`config.mk`:
```
export PLATFORM = sky130hd
export DESIGN_NAME = polynomial_basis_and_gradient_gen
export DESIGN_NICKNAME = d
export VERILOG_FILES = /design/src/sv/pbg_pkg.sv /design/src/sv/pbg_seq.sv /design/src/sv/pbg_mul.sv /design/src/sv/polynomial_basis_and_gradient_gen.sv
export SDC_FILE = /design/constraint.sdc
export NUM_CORES = 2
export LEC_CHECK = 0
export BUFFER_PORTS_ARGS = -buffer_cell sky130_fd_sc_hd__buf_4
export CAP_MARGIN = 5
export CORE_AREA = 5 5 327 329
export CTS_BUF_LIST = sky130_fd_sc_hd__clkbuf_4
export CTS_CLUSTER_SIZE = 25
export DETAILED_ROUTE_END_ITERATION = 12
export DIE_AREA = 0 0 332 334
export SLEW_MARGIN = 5
export SYNTH_ARGS = -nofsm -noshare
export SYNTH_HDL_FRONTEND = slang
export SYNTH_SLANG_ARGS = --single-unit
```
`constraint.sdc`:
```
create_clock -name clock -period 12.8 [get_ports clock]
set_clock_uncertainty 0.1 [all_clocks]
set_input_delay 1.92 -clock clock [delete_from_list [all_inputs] [get_ports clock]]
set_output_delay 1.92 -clock clock [all_outputs]
set_load 0.02 [all_outputs]
```
`src/sv/pbg_pkg.sv`:
```
// Shared constants, types and term tables for the polynomial basis generator.
package pbg_pkg;

   localparam int MAX_TERMS  = 20;
   localparam int COORD_BITS = 16;
   localparam int COORD_FRAC = 13;
   localparam int OUT_BITS   = 48;
   localparam int IDX_W      = 5;
   localparam int COEF_W     = 3;

   // A factor must hold a coordinate and the fixed-point one (2^COORD_FRAC)
   localparam int FACT_W   = (COORD_BITS > COORD_FRAC + 2) ? COORD_BITS : COORD_FRAC + 2;
   localparam int PROD2_W  = 2 * FACT_W;
   localparam int PROD3_W  = 3 * FACT_W;
   localparam int SCALED_W = PROD3_W + COEF_W + 1;

   // Stream payload widths, rounded up to whole bytes
   localparam int REQ_W  = ((3 * COORD_BITS + 7) / 8) * 8;
   localparam int REQ_UW = 4;
   localparam int RSP_W  = ((IDX_W + OUT_BITS + 7) / 8) * 8;

   typedef enum logic [1:0] {
      CMD_VALUE = 2'd0,
      CMD_GRAD  = 2'd1,
      CMD_HESS  = 2'd2,
      CMD_NONE  = 2'd3
   } cmd_type;

   localparam logic [1:0] AXIS_X = 2'd0;
   localparam logic [1:0] AXIS_Y = 2'd1;
   localparam logic [1:0] AXIS_Z = 2'd2;

   localparam logic       CFG_DEGREE = 1'b0;
   localparam logic       CFG_DIMS   = 1'b1;
   localparam logic [1:0] DIMS_3D    = 2'd3;

   // Exponents of one monomial: [0] x, [1] y, [2] z
   typedef logic [2:0][1:0] expv_type;

   // Tag that travels with each term through the pipeline
   typedef struct packed {
      logic             valid;
      logic [IDX_W-1:0] index;
      logic             last;
   } term_tag_type;

   function automatic expv_type mk_exp(input logic [1:0] ex, input logic [1:0] ey,
                                       input logic [1:0] ez);
      expv_type e;
      e[0] = ex;
      e[1] = ey;
      e[2] = ez;
      return e;
   endfunction

   // Exponents of term idx in basis order
   function automatic expv_type term_exps(input logic is3d, input logic [IDX_W-1:0] idx);
      expv_type e;
      e = mk_exp(2'd0, 2'd0, 2'd0);
      if (is3d) begin
         case (idx)
            5'd1:    e = mk_exp(2'd1, 2'd0, 2'd0);
            5'd2:    e = mk_exp(2'd0, 2'd1, 2'd0);
            5'd3:    e = mk_exp(2'd0, 2'd0, 2'd1);
            5'd4:    e = mk_exp(2'd2, 2'd0, 2'd0);
            5'd5:    e = mk_exp(2'd0, 2'd2, 2'd0);
            5'd6:    e = mk_exp(2'd0, 2'd0, 2'd2);
            5'd7:    e = mk_exp(2'd1, 2'd1, 2'd0);
            5'd8:    e = mk_exp(2'd0, 2'd1, 2'd1);
            5'd9:    e = mk_exp(2'd1, 2'd0, 2'd1);
            5'd10:   e = mk_exp(2'd2, 2'd1, 2'd0);
            5'd11:   e = mk_exp(2'd2, 2'd0, 2'd1);
            5'd12:   e = mk_exp(2'd1, 2'd2, 2'd0);
            5'd13:   e = mk_exp(2'd0, 2'd2, 2'd1);
            5'd14:   e = mk_exp(2'd1, 2'd0, 2'd2);
            5'd15:   e = mk_exp(2'd0, 2'd1, 2'd2);
            5'd16:   e = mk_exp(2'd1, 2'd1, 2'd1);
            5'd17:   e = mk_exp(2'd3, 2'd0, 2'd0);
            5'd18:   e = mk_exp(2'd0, 2'd3, 2'd0);
            5'd19:   e = mk_exp(2'd0, 2'd0, 2'd3);
            default: e = mk_exp(2'd0, 2'd0, 2'd0);
         endcase
      end else begin
         case (idx)
            5'd1:    e = mk_exp(2'd1, 2'd0, 2'd0);
            5'd2:    e = mk_exp(2'd0, 2'd1, 2'd0);
            5'd3:    e = mk_exp(2'd2, 2'd0, 2'd0);
            5'd4:    e = mk_exp(2'd0, 2'd2, 2'd0);
            5'd5:    e = mk_exp(2'd1, 2'd1, 2'd0);
            5'd6:    e = mk_exp(2'd1, 2'd2, 2'd0);
            5'd7:    e = mk_exp(2'd2, 2'd1, 2'd0);
            5'd8:    e = mk_exp(2'd3, 2'd0, 2'd0);
            5'd9:    e = mk_exp(2'd0, 2'd3, 2'd0);
            default: e = mk_exp(2'd0, 2'd0, 2'd0);
         endcase
      end
      return e;
   endfunction

   // Number of terms for a degree, clipped to the term limit
   function automatic logic [IDX_W-1:0] term_count(input logic is3d, input logic [1:0] degree);
      logic [IDX_W-1:0] n;
      n = 5'd1;
      unique case (degree)
         2'd0: n = 5'd1;
         2'd1: n = is3d ? 5'd4 : 5'd3;
         2'd2: n = is3d ? 5'd10 : 5'd6;
         2'd3: n = is3d ? 5'd20 : 5'd10;
      endcase
      if (n > IDX_W'(MAX_TERMS)) begin
         n = IDX_W'(MAX_TERMS);
      end
      return n;
   endfunction

endpackage

```
`src/sv/pbg_seq.sv`:
```
// Item holder, term sequencer and term decode stage (exponents, coefficient, factors).
module pbg_seq (
   input  logic                                   clock,
   input  logic                                   reset,
   input  logic                                   adv,
   input  logic                                   req_tvalid,
   output logic                                   req_tready,
   input  logic [pbg_pkg::REQ_W-1:0]              req_tdata,
   input  logic [pbg_pkg::REQ_UW-1:0]             req_tuser,
   input  logic [1:0]                             basis_degree,
   input  logic                                   is3d,
   output pbg_pkg::term_tag_type                  s1_tag,
   output logic signed [pbg_pkg::FACT_W-1:0]      s1_f0,
   output logic signed [pbg_pkg::FACT_W-1:0]      s1_f1,
   output logic signed [pbg_pkg::FACT_W-1:0]      s1_f2,
   output logic [pbg_pkg::COEF_W-1:0]             s1_coef
);

   localparam int CB = pbg_pkg::COORD_BITS;
   localparam int FW = pbg_pkg::FACT_W;
   localparam int IW = pbg_pkg::IDX_W;
   localparam logic signed [FW-1:0] FACT_ONE = FW'(1 << pbg_pkg::COORD_FRAC);
   localparam logic [1:0] AXIS_SEL_X = pbg_pkg::AXIS_X;
   localparam logic [1:0] AXIS_SEL_Y = pbg_pkg::AXIS_Y;

   // Held item
   logic                    busy_ff;
   logic [1:0]              cmd_ff;
   logic [1:0]              axis_ff;
   logic signed [CB-1:0]    px_ff, py_ff, pz_ff;
   logic                    is3d_ff;
   logic [IW-1:0]           n_ff;
   logic [IW-1:0]           t_ff;

   logic                    last_now;
   logic                    accept;

   // Stage 1 registers
   pbg_pkg::term_tag_type   tag_ff, tag_in;
   logic signed [FW-1:0]    f0_ff, f1_ff, f2_ff;
   logic signed [FW-1:0]    f_in [3];
   logic [pbg_pkg::COEF_W-1:0] coef_ff, coef_in;

   assign last_now   = (t_ff == n_ff - IW'(1));
   assign req_tready = adv && (!busy_ff || last_now);
   assign accept     = req_tvalid && req_tready;

   // Load a new item or step through the terms of the held one
   always_ff @(posedge clock) begin
      if (reset) begin
         busy_ff <= 1'b0;
         t_ff    <= '0;
      end else if (accept) begin
         busy_ff <= 1'b1;
         t_ff    <= '0;
      end else if (busy_ff && adv) begin
         if (last_now) begin
            busy_ff <= 1'b0;
         end else begin
            t_ff <= t_ff + IW'(1);
         end
      end
   end

   always_ff @(posedge clock) begin
      if (accept) begin
         cmd_ff  <= req_tuser[1:0];
         axis_ff <= req_tuser[3:2];
         px_ff   <= req_tdata[CB-1:0];
         py_ff   <= req_tdata[2*CB-1:CB];
         pz_ff   <= is3d ? req_tdata[3*CB-1:2*CB] : '0;
         is3d_ff <= is3d;
         n_ff    <= pbg_pkg::term_count(is3d, basis_degree);
      end
   end

   // Decode the current term: apply the derivative, then list its factors
   always_comb begin
      pbg_pkg::expv_type ex;
      logic [1:0] ea;
      logic       zero;
      logic [2:0] sxy;
      logic [2:0] sall;
      ex      = pbg_pkg::term_exps(is3d_ff, t_ff);
      zero    = 1'b0;
      coef_in = pbg_pkg::COEF_W'(1);
      unique case (axis_ff)
         AXIS_SEL_X: ea = ex[0];
         AXIS_SEL_Y: ea = ex[1];
         default:    ea = ex[2];
      endcase
      unique case (pbg_pkg::cmd_type'(cmd_ff))
         pbg_pkg::CMD_VALUE: begin
            coef_in = pbg_pkg::COEF_W'(1);
         end
         pbg_pkg::CMD_GRAD: begin
            zero    = (axis_ff > pbg_pkg::AXIS_Z) || (ea == 2'd0);
            coef_in = pbg_pkg::COEF_W'(ea);
            ea      = ea - 2'd1;
         end
         pbg_pkg::CMD_HESS: begin
            zero    = (axis_ff > pbg_pkg::AXIS_Z) || (ea < 2'd2);
            coef_in = (ea == 2'd3) ? pbg_pkg::COEF_W'(6) : pbg_pkg::COEF_W'(2);
            ea      = ea - 2'd2;
         end
         pbg_pkg::CMD_NONE: begin
            zero = 1'b1;
         end
      endcase
      unique case (axis_ff)
         AXIS_SEL_X: ex[0] = ea;
         AXIS_SEL_Y: ex[1] = ea;
         default:    ex[2] = ea;
      endcase
      if (zero) begin
         coef_in = '0;
      end
      sxy  = {1'b0, ex[0]} + {1'b0, ex[1]};
      sall = sxy + {1'b0, ex[2]};
      for (int k = 0; k < 3; k++) begin
         if (3'(k) < {1'b0, ex[0]}) begin
            f_in[k] = FW'(px_ff);
         end else if (3'(k) < sxy) begin
            f_in[k] = FW'(py_ff);
         end else if (3'(k) < sall) begin
            f_in[k] = FW'(pz_ff);
         end else begin
            f_in[k] = FACT_ONE;
         end
      end
      tag_in.valid = busy_ff;
      tag_in.index = t_ff;
      tag_in.last  = last_now;
   end

   // Advance stage 1; only the valid bit is reset
   always_ff @(posedge clock) begin
      if (adv) begin
         tag_ff.index <= tag_in.index;
         tag_ff.last  <= tag_in.last;
         f0_ff        <= f_in[0];
         f1_ff        <= f_in[1];
         f2_ff        <= f_in[2];
         coef_ff      <= coef_in;
      end
      if (reset) begin
         tag_ff.valid <= 1'b0;
      end else if (adv) begin
         tag_ff.valid <= tag_in.valid;
      end
   end

   assign s1_tag  = tag_ff;
   assign s1_f0   = f0_ff;
   assign s1_f1   = f1_ff;
   assign s1_f2   = f2_ff;
   assign s1_coef = coef_ff;

endmodule

```
`src/sv/pbg_mul.sv`:
```
// Product stages: two factor multiplies, coefficient scaling and output saturation.
module pbg_mul (
   input  logic                                   clock,
   input  logic                                   reset,
   input  logic                                   adv,
   input  pbg_pkg::term_tag_type                  s1_tag,
   input  logic signed [pbg_pkg::FACT_W-1:0]      s1_f0,
   input  logic signed [pbg_pkg::FACT_W-1:0]      s1_f1,
   input  logic signed [pbg_pkg::FACT_W-1:0]      s1_f2,
   input  logic [pbg_pkg::COEF_W-1:0]             s1_coef,
   output pbg_pkg::term_tag_type                  out_tag,
   output logic signed [pbg_pkg::OUT_BITS-1:0]    out_value
);

   localparam int FW = pbg_pkg::FACT_W;
   localparam int P2 = pbg_pkg::PROD2_W;
   localparam int P3 = pbg_pkg::PROD3_W;
   localparam int SW = pbg_pkg::SCALED_W;
   localparam int OB = pbg_pkg::OUT_BITS;
   localparam int CW = pbg_pkg::COEF_W;

   pbg_pkg::term_tag_type tag2_ff, tag3_ff, tag4_ff;
   logic signed [P2-1:0]  p_ff, p_in;
   logic signed [FW-1:0]  f2_ff;
   logic [CW-1:0]         coef2_ff, coef3_ff;
   logic signed [P3-1:0]  q_ff, q_in;
   logic signed [SW-1:0]  v_in;
   logic signed [OB-1:0]  val_ff, val_in;

   assign p_in = s1_f0 * s1_f1;
   assign q_in = p_ff * f2_ff;
   assign v_in = q_ff * $signed({1'b0, coef3_ff});

   // Clamp the scaled term to the signed output range
   always_comb begin
      logic hi_ovf;
      logic lo_ovf;
      hi_ovf = !v_in[SW-1] && (|v_in[SW-2:OB-1]);
      lo_ovf = v_in[SW-1] && !(&v_in[SW-2:OB-1]);
      if (hi_ovf) begin
         val_in = {1'b0, {(OB-1){1'b1}}};
      end else if (lo_ovf) begin
         val_in = {1'b1, {(OB-1){1'b0}}};
      end else begin
         val_in = v_in[OB-1:0];
      end
   end

   // Advance stages 2 to 4; only the valid bits are reset
   always_ff @(posedge clock) begin
      if (adv) begin
         tag2_ff.index <= s1_tag.index;
         tag2_ff.last  <= s1_tag.last;
         p_ff          <= p_in;
         f2_ff         <= s1_f2;
         coef2_ff      <= s1_coef;
         tag3_ff.index <= tag2_ff.index;
         tag3_ff.last  <= tag2_ff.last;
         q_ff          <= q_in;
         coef3_ff      <= coef2_ff;
         tag4_ff.index <= tag3_ff.index;
         tag4_ff.last  <= tag3_ff.last;
         val_ff        <= val_in;
      end
      if (reset) begin
         tag2_ff.valid <= 1'b0;
         tag3_ff.valid <= 1'b0;
         tag4_ff.valid <= 1'b0;
      end else if (adv) begin
         tag2_ff.valid <= s1_tag.valid;
         tag3_ff.valid <= tag2_ff.valid;
         tag4_ff.valid <= tag3_ff.valid;
      end
   end

   assign out_tag   = tag4_ff;
   assign out_value = val_ff;

endmodule

```
`src/sv/polynomial_basis_and_gradient_gen.sv`:
```
// Top level of the monomial basis and derivative generator.
//
//   channel | direction | handshake          | payload
//   req     | in        | req_tvalid/tready  | tdata pos_x,pos_y,pos_z; tuser command,axis_sel
//   rsp     | out       | rsp_tvalid/tready  | tdata term_index,term_value; tlast last_term
//   csr     | in        | csr_we             | csr_index, csr_wdata
//
// One term leaves per cycle while rsp is not stalled, and an item yields as many terms as its
// basis has (1 to 20); the term sequencer sets that count. Each term passes through four
// register stages (decode, two multiplies, scale and clamp). Reset clears the valid bits and
// loads degree 1 and three dimensions. A stall on rsp holds every stage in place and holds
// off req until the waiting result is taken.
module polynomial_basis_and_gradient_gen (
   input  logic                            clock,
   input  logic                            reset,
   input  logic                            req_tvalid,
   output logic                            req_tready,
   input  logic [pbg_pkg::REQ_W-1:0]       req_tdata,   // pos_x, pos_y, pos_z
   input  logic [pbg_pkg::REQ_UW-1:0]      req_tuser,   // command, axis_sel
   output logic                            rsp_tvalid,
   input  logic                            rsp_tready,
   output logic [pbg_pkg::RSP_W-1:0]       rsp_tdata,   // term_index, term_value, zero pad
   output logic                            rsp_tlast,
   input  logic                            csr_we,
   input  logic                            csr_index,
   input  logic [1:0]                      csr_wdata
);

   logic [1:0]  basis_degree_ff;
   logic [1:0]  space_dims_ff;
   logic        adv;

   pbg_pkg::term_tag_type                 s1_tag, out_tag;
   logic signed [pbg_pkg::FACT_W-1:0]     s1_f0, s1_f1, s1_f2;
   logic [pbg_pkg::COEF_W-1:0]            s1_coef;
   logic signed [pbg_pkg::OUT_BITS-1:0]   out_value;

   // Configuration registers
   always_ff @(posedge clock) begin
      if (reset) begin
         basis_degree_ff <= 2'd1;
         space_dims_ff   <= pbg_pkg::DIMS_3D;
      end else if (csr_we) begin
         unique case (csr_index)
            pbg_pkg::CFG_DEGREE: basis_degree_ff <= csr_wdata;
            pbg_pkg::CFG_DIMS:   space_dims_ff   <= csr_wdata;
         endcase
      end
   end

   // Move the whole pipeline when the output register is free or being taken
   assign adv = !out_tag.valid || rsp_tready;

   pbg_seq u_seq (
      .clock        (clock),
      .reset        (reset),
      .adv          (adv),
      .req_tvalid   (req_tvalid),
      .req_tready   (req_tready),
      .req_tdata    (req_tdata),
      .req_tuser    (req_tuser),
      .basis_degree (basis_degree_ff),
      .is3d         (space_dims_ff == pbg_pkg::DIMS_3D),
      .s1_tag       (s1_tag),
      .s1_f0        (s1_f0),
      .s1_f1        (s1_f1),
      .s1_f2        (s1_f2),
      .s1_coef      (s1_coef)
   );

   pbg_mul u_mul (
      .clock     (clock),
      .reset     (reset),
      .adv       (adv),
      .s1_tag    (s1_tag),
      .s1_f0     (s1_f0),
      .s1_f1     (s1_f1),
      .s1_f2     (s1_f2),
      .s1_coef   (s1_coef),
      .out_tag   (out_tag),
      .out_value (out_value)
   );

   assign rsp_tvalid = out_tag.valid;
   assign rsp_tlast  = out_tag.last;
   assign rsp_tdata  = pbg_pkg::RSP_W'({out_value, out_tag.index});

endmodule

```
==> results.md <==
* Max Slew Vio Count at 0
* DP Area at 47,270 um2
* Fillers at 9,957
* Vias in the first global route at 33,180
* WS Path Type: reg2reg
* Rows at 118
* Main flop type after synthesis: edfxtp_1
* Post-CTS sizing at 0
* Most common cell on crit path: fa_1
* Global route overflow at 0
* Mapped cell area at 45,210 um2
* Crit path buf inv count at 4
* Hold Worst Slack at 0.2998 ns
* MaxCap Viol Count at 0
* Mean Syn Cell Area at 9.546 um2
* Seq/Total Area, Yosys at 19.86%
* CP max FO at 32
* Outcome: finished, final reports clean
* DIE AREA at 110,900 um2
* Initial core utilization at 43.81%
* CP arrival at 7.95 ns
* Via density at 4.981
* Fin worst setup slack at 5.330 ns
* Endpoint class of the critical path: register
* Routability congestion estimate at 0.8565
* Tmin final at 7.470 ns
* Total Neg Setup Slack at 0 ns
* Slew margin rel. at 17.12%
* CTS tree: yes
* CTS max path bufs at 3
* Gr usage total at 18.53%
* Total wire length at 99,580 um
* Root buf cell: clkbuf_4
* Initial DRT Pass Iterations at 5
* Core ar. at 103,200 um2
* Placed wire-length estimate at 79,100 um
* Die Wd at 332 um
* Number of flops mapped to enable cells by yosys at 283
* Vias at 31,010
* Worst-margin pin slew at 1.239 ns
* Largest net degree at the start of global routing at 114
* Crit-path max cell delay at 1.14 ns
* Post-route ant nets at 0
* Die height at 334 um
* Layout cell share with drive strength beyond 1 at 6.033%
* Clock-pin slew on the worst setup and hold paths at 0.07 ns
* Most frequent cells in the layout: inv_1, fa_1, nand2_1, and2_1, ha_1
* Critical Path RT at 13.28 ns
* Remaining DRCs at 0
* Initial drt markers at 1,687
* # Post-CTS Setup Buffers at 0
* Area Overhead vs Synth at 6.930%
* Hold Fails Final Rpt at 0
* Top delay family on crit path: adder cells
* Hold-fix buffers, CTS at 0
* Syn Inst Count at 4,736
* Asr flop ratio synth at 0%
* Initial antenna violation count at 2
* Dpl ws at 5.256 ns
* Synth unique cells at 83
* Worst path slowest cell: edfxtp_1
* CP cell instances: and2_1 -> fa_1 -> inv_1 -> fa_1 -> fa_1 -> inv_1 -> fa_1 -> fa_1 -> inv_1 -> fa_1 -> inv_1 -> ha_1 -> and3_1 -> a31o_2 -> a21oi_1 -> o21a_1 -> nor4_1 -> o21ba_2 -> o21ai_0 -> o21ai_0 -> a211o_1 -> o211ai_1
* Wire per inst at 16.00 um
* Worst skew pair latency at 0.89 ns
* Nets at 5,950
* Crit share post-route at 58.36%
* FMAX at 0.1339 GHz
* PortBufs at 115
* Top Ports at 119
* RSZ-0062 raised after global routing: no
* Seq cells post-synth at 307
* Startpoint types: register
* Clock sinks at 307
* First-pass GRT wire length at 170,000 um
* Synth warn at 0
* FF-to-FF setup slack at 5.33 ns
* CTS Buf Count at 83
* Most common cell after layout, fill and taps aside: inv_1
* Final instance area at 48,350 um2
* H-Tree Depth at 3
* Hold WC Path Type: reg2reg
* # setup viols final at 0
## metrics by stage
stage	instances	util [%]
final	6225	46.85
after global routing	6225	46.85
after CTS	6218	46.78
after detailed placement	6073	45.81
after global placement	6073	45.81
after floorplan	4738	-
## cells in the mapped netlist (all sizes together), types with 94 or more instances
library cell | number | area, um2
inv | 1082 | 4061
fa | 798 | 15980
nand2 | 579 | 2173
and2 | 411 | 2572
ha | 312 | 3904
edfxtp | 283 | 8498
a21oi | 175 | 875.8
clkbuf | 170 | 638.1
nor2 | 152 | 570.6
a21o | 112 | 840.8
xnor2 | 108 | 945.9
o21ai | 94 | 470.5
## cell families (layout without fill, tap and decap cells)
logic type	after synthesis	after routing	synth area share (%)
xor gates and xnor gates	144	144	2.790
buffers and inverters	1268	1370	10.63
muxes	7	7	0.1605
DFF	307	307	19.86
and+or+nand+nor	1319	1319	14.15
AOI/OAI and AO/OA	580	580	8.432
adders and majority gates	1110	1110	43.97
other	1	8	0.008294
## final cells by class
type,count,area (um2),area share (%)
Antenna cell,5,12.51,0.02588
Clock buffer,109,818.3,1.693
Timing Repair Buffer,142,1106,2.288
Multi-Input combinational cell,3163,31440,65.04
Tap cell,1380,1727,3.572
Sequential cell,307,8979,18.57
Clock inverter,36,186.4,0.3856
Inverter,1083,4073,8.424
## routing by layer
layer	vias up	routed length (um)	GRT usage, %
met4	0	2435	4.899
met3	149	6257	3.475
met1	15310	45940	25.86
li1	14710	-	-
met5	-	0	0
met2	842	44950	30.03
## flip-flops by register name (all words and copies together), names as in the netlist, 3 cells and up, named ones only
name and cells:
u_seq.py_ff 16, u_mul.coef2_ff 3, u_seq.s1_f1 16, u_mul.out_tag 7
u_mul.tag3_ff 7, u_seq.n_ff 5, u_seq.t_ff 5, u_seq.s1_f2 16
u_seq.s1_coef 3, u_mul.coef3_ff 3, u_mul.p_ff 32, u_seq.s1_tag 7
u_mul.q_ff 48, u_seq.px_ff 16, u_seq.pz_ff 16, u_mul.tag2_ff 7
u_seq.s1_f0 16, u_mul.out_value 48, u_mul.f2_ff 16
## final timing paths
path / from / endpoint / cells after the start
max: u_mul.f2_ff[4] / u_mul.q_ff[45] / 22
min: u_seq.s1_f2[12] / u_mul.f2_ff[12] / 0
max reg2reg: u_mul.f2_ff[4] / u_mul.q_ff[45] / 22
min reg2reg: u_seq.s1_f2[12] / u_mul.f2_ff[12] / 0
Power is not shown: default switching activity piles up to over one toggle a cycle in this logic, so the estimate is an artifact.
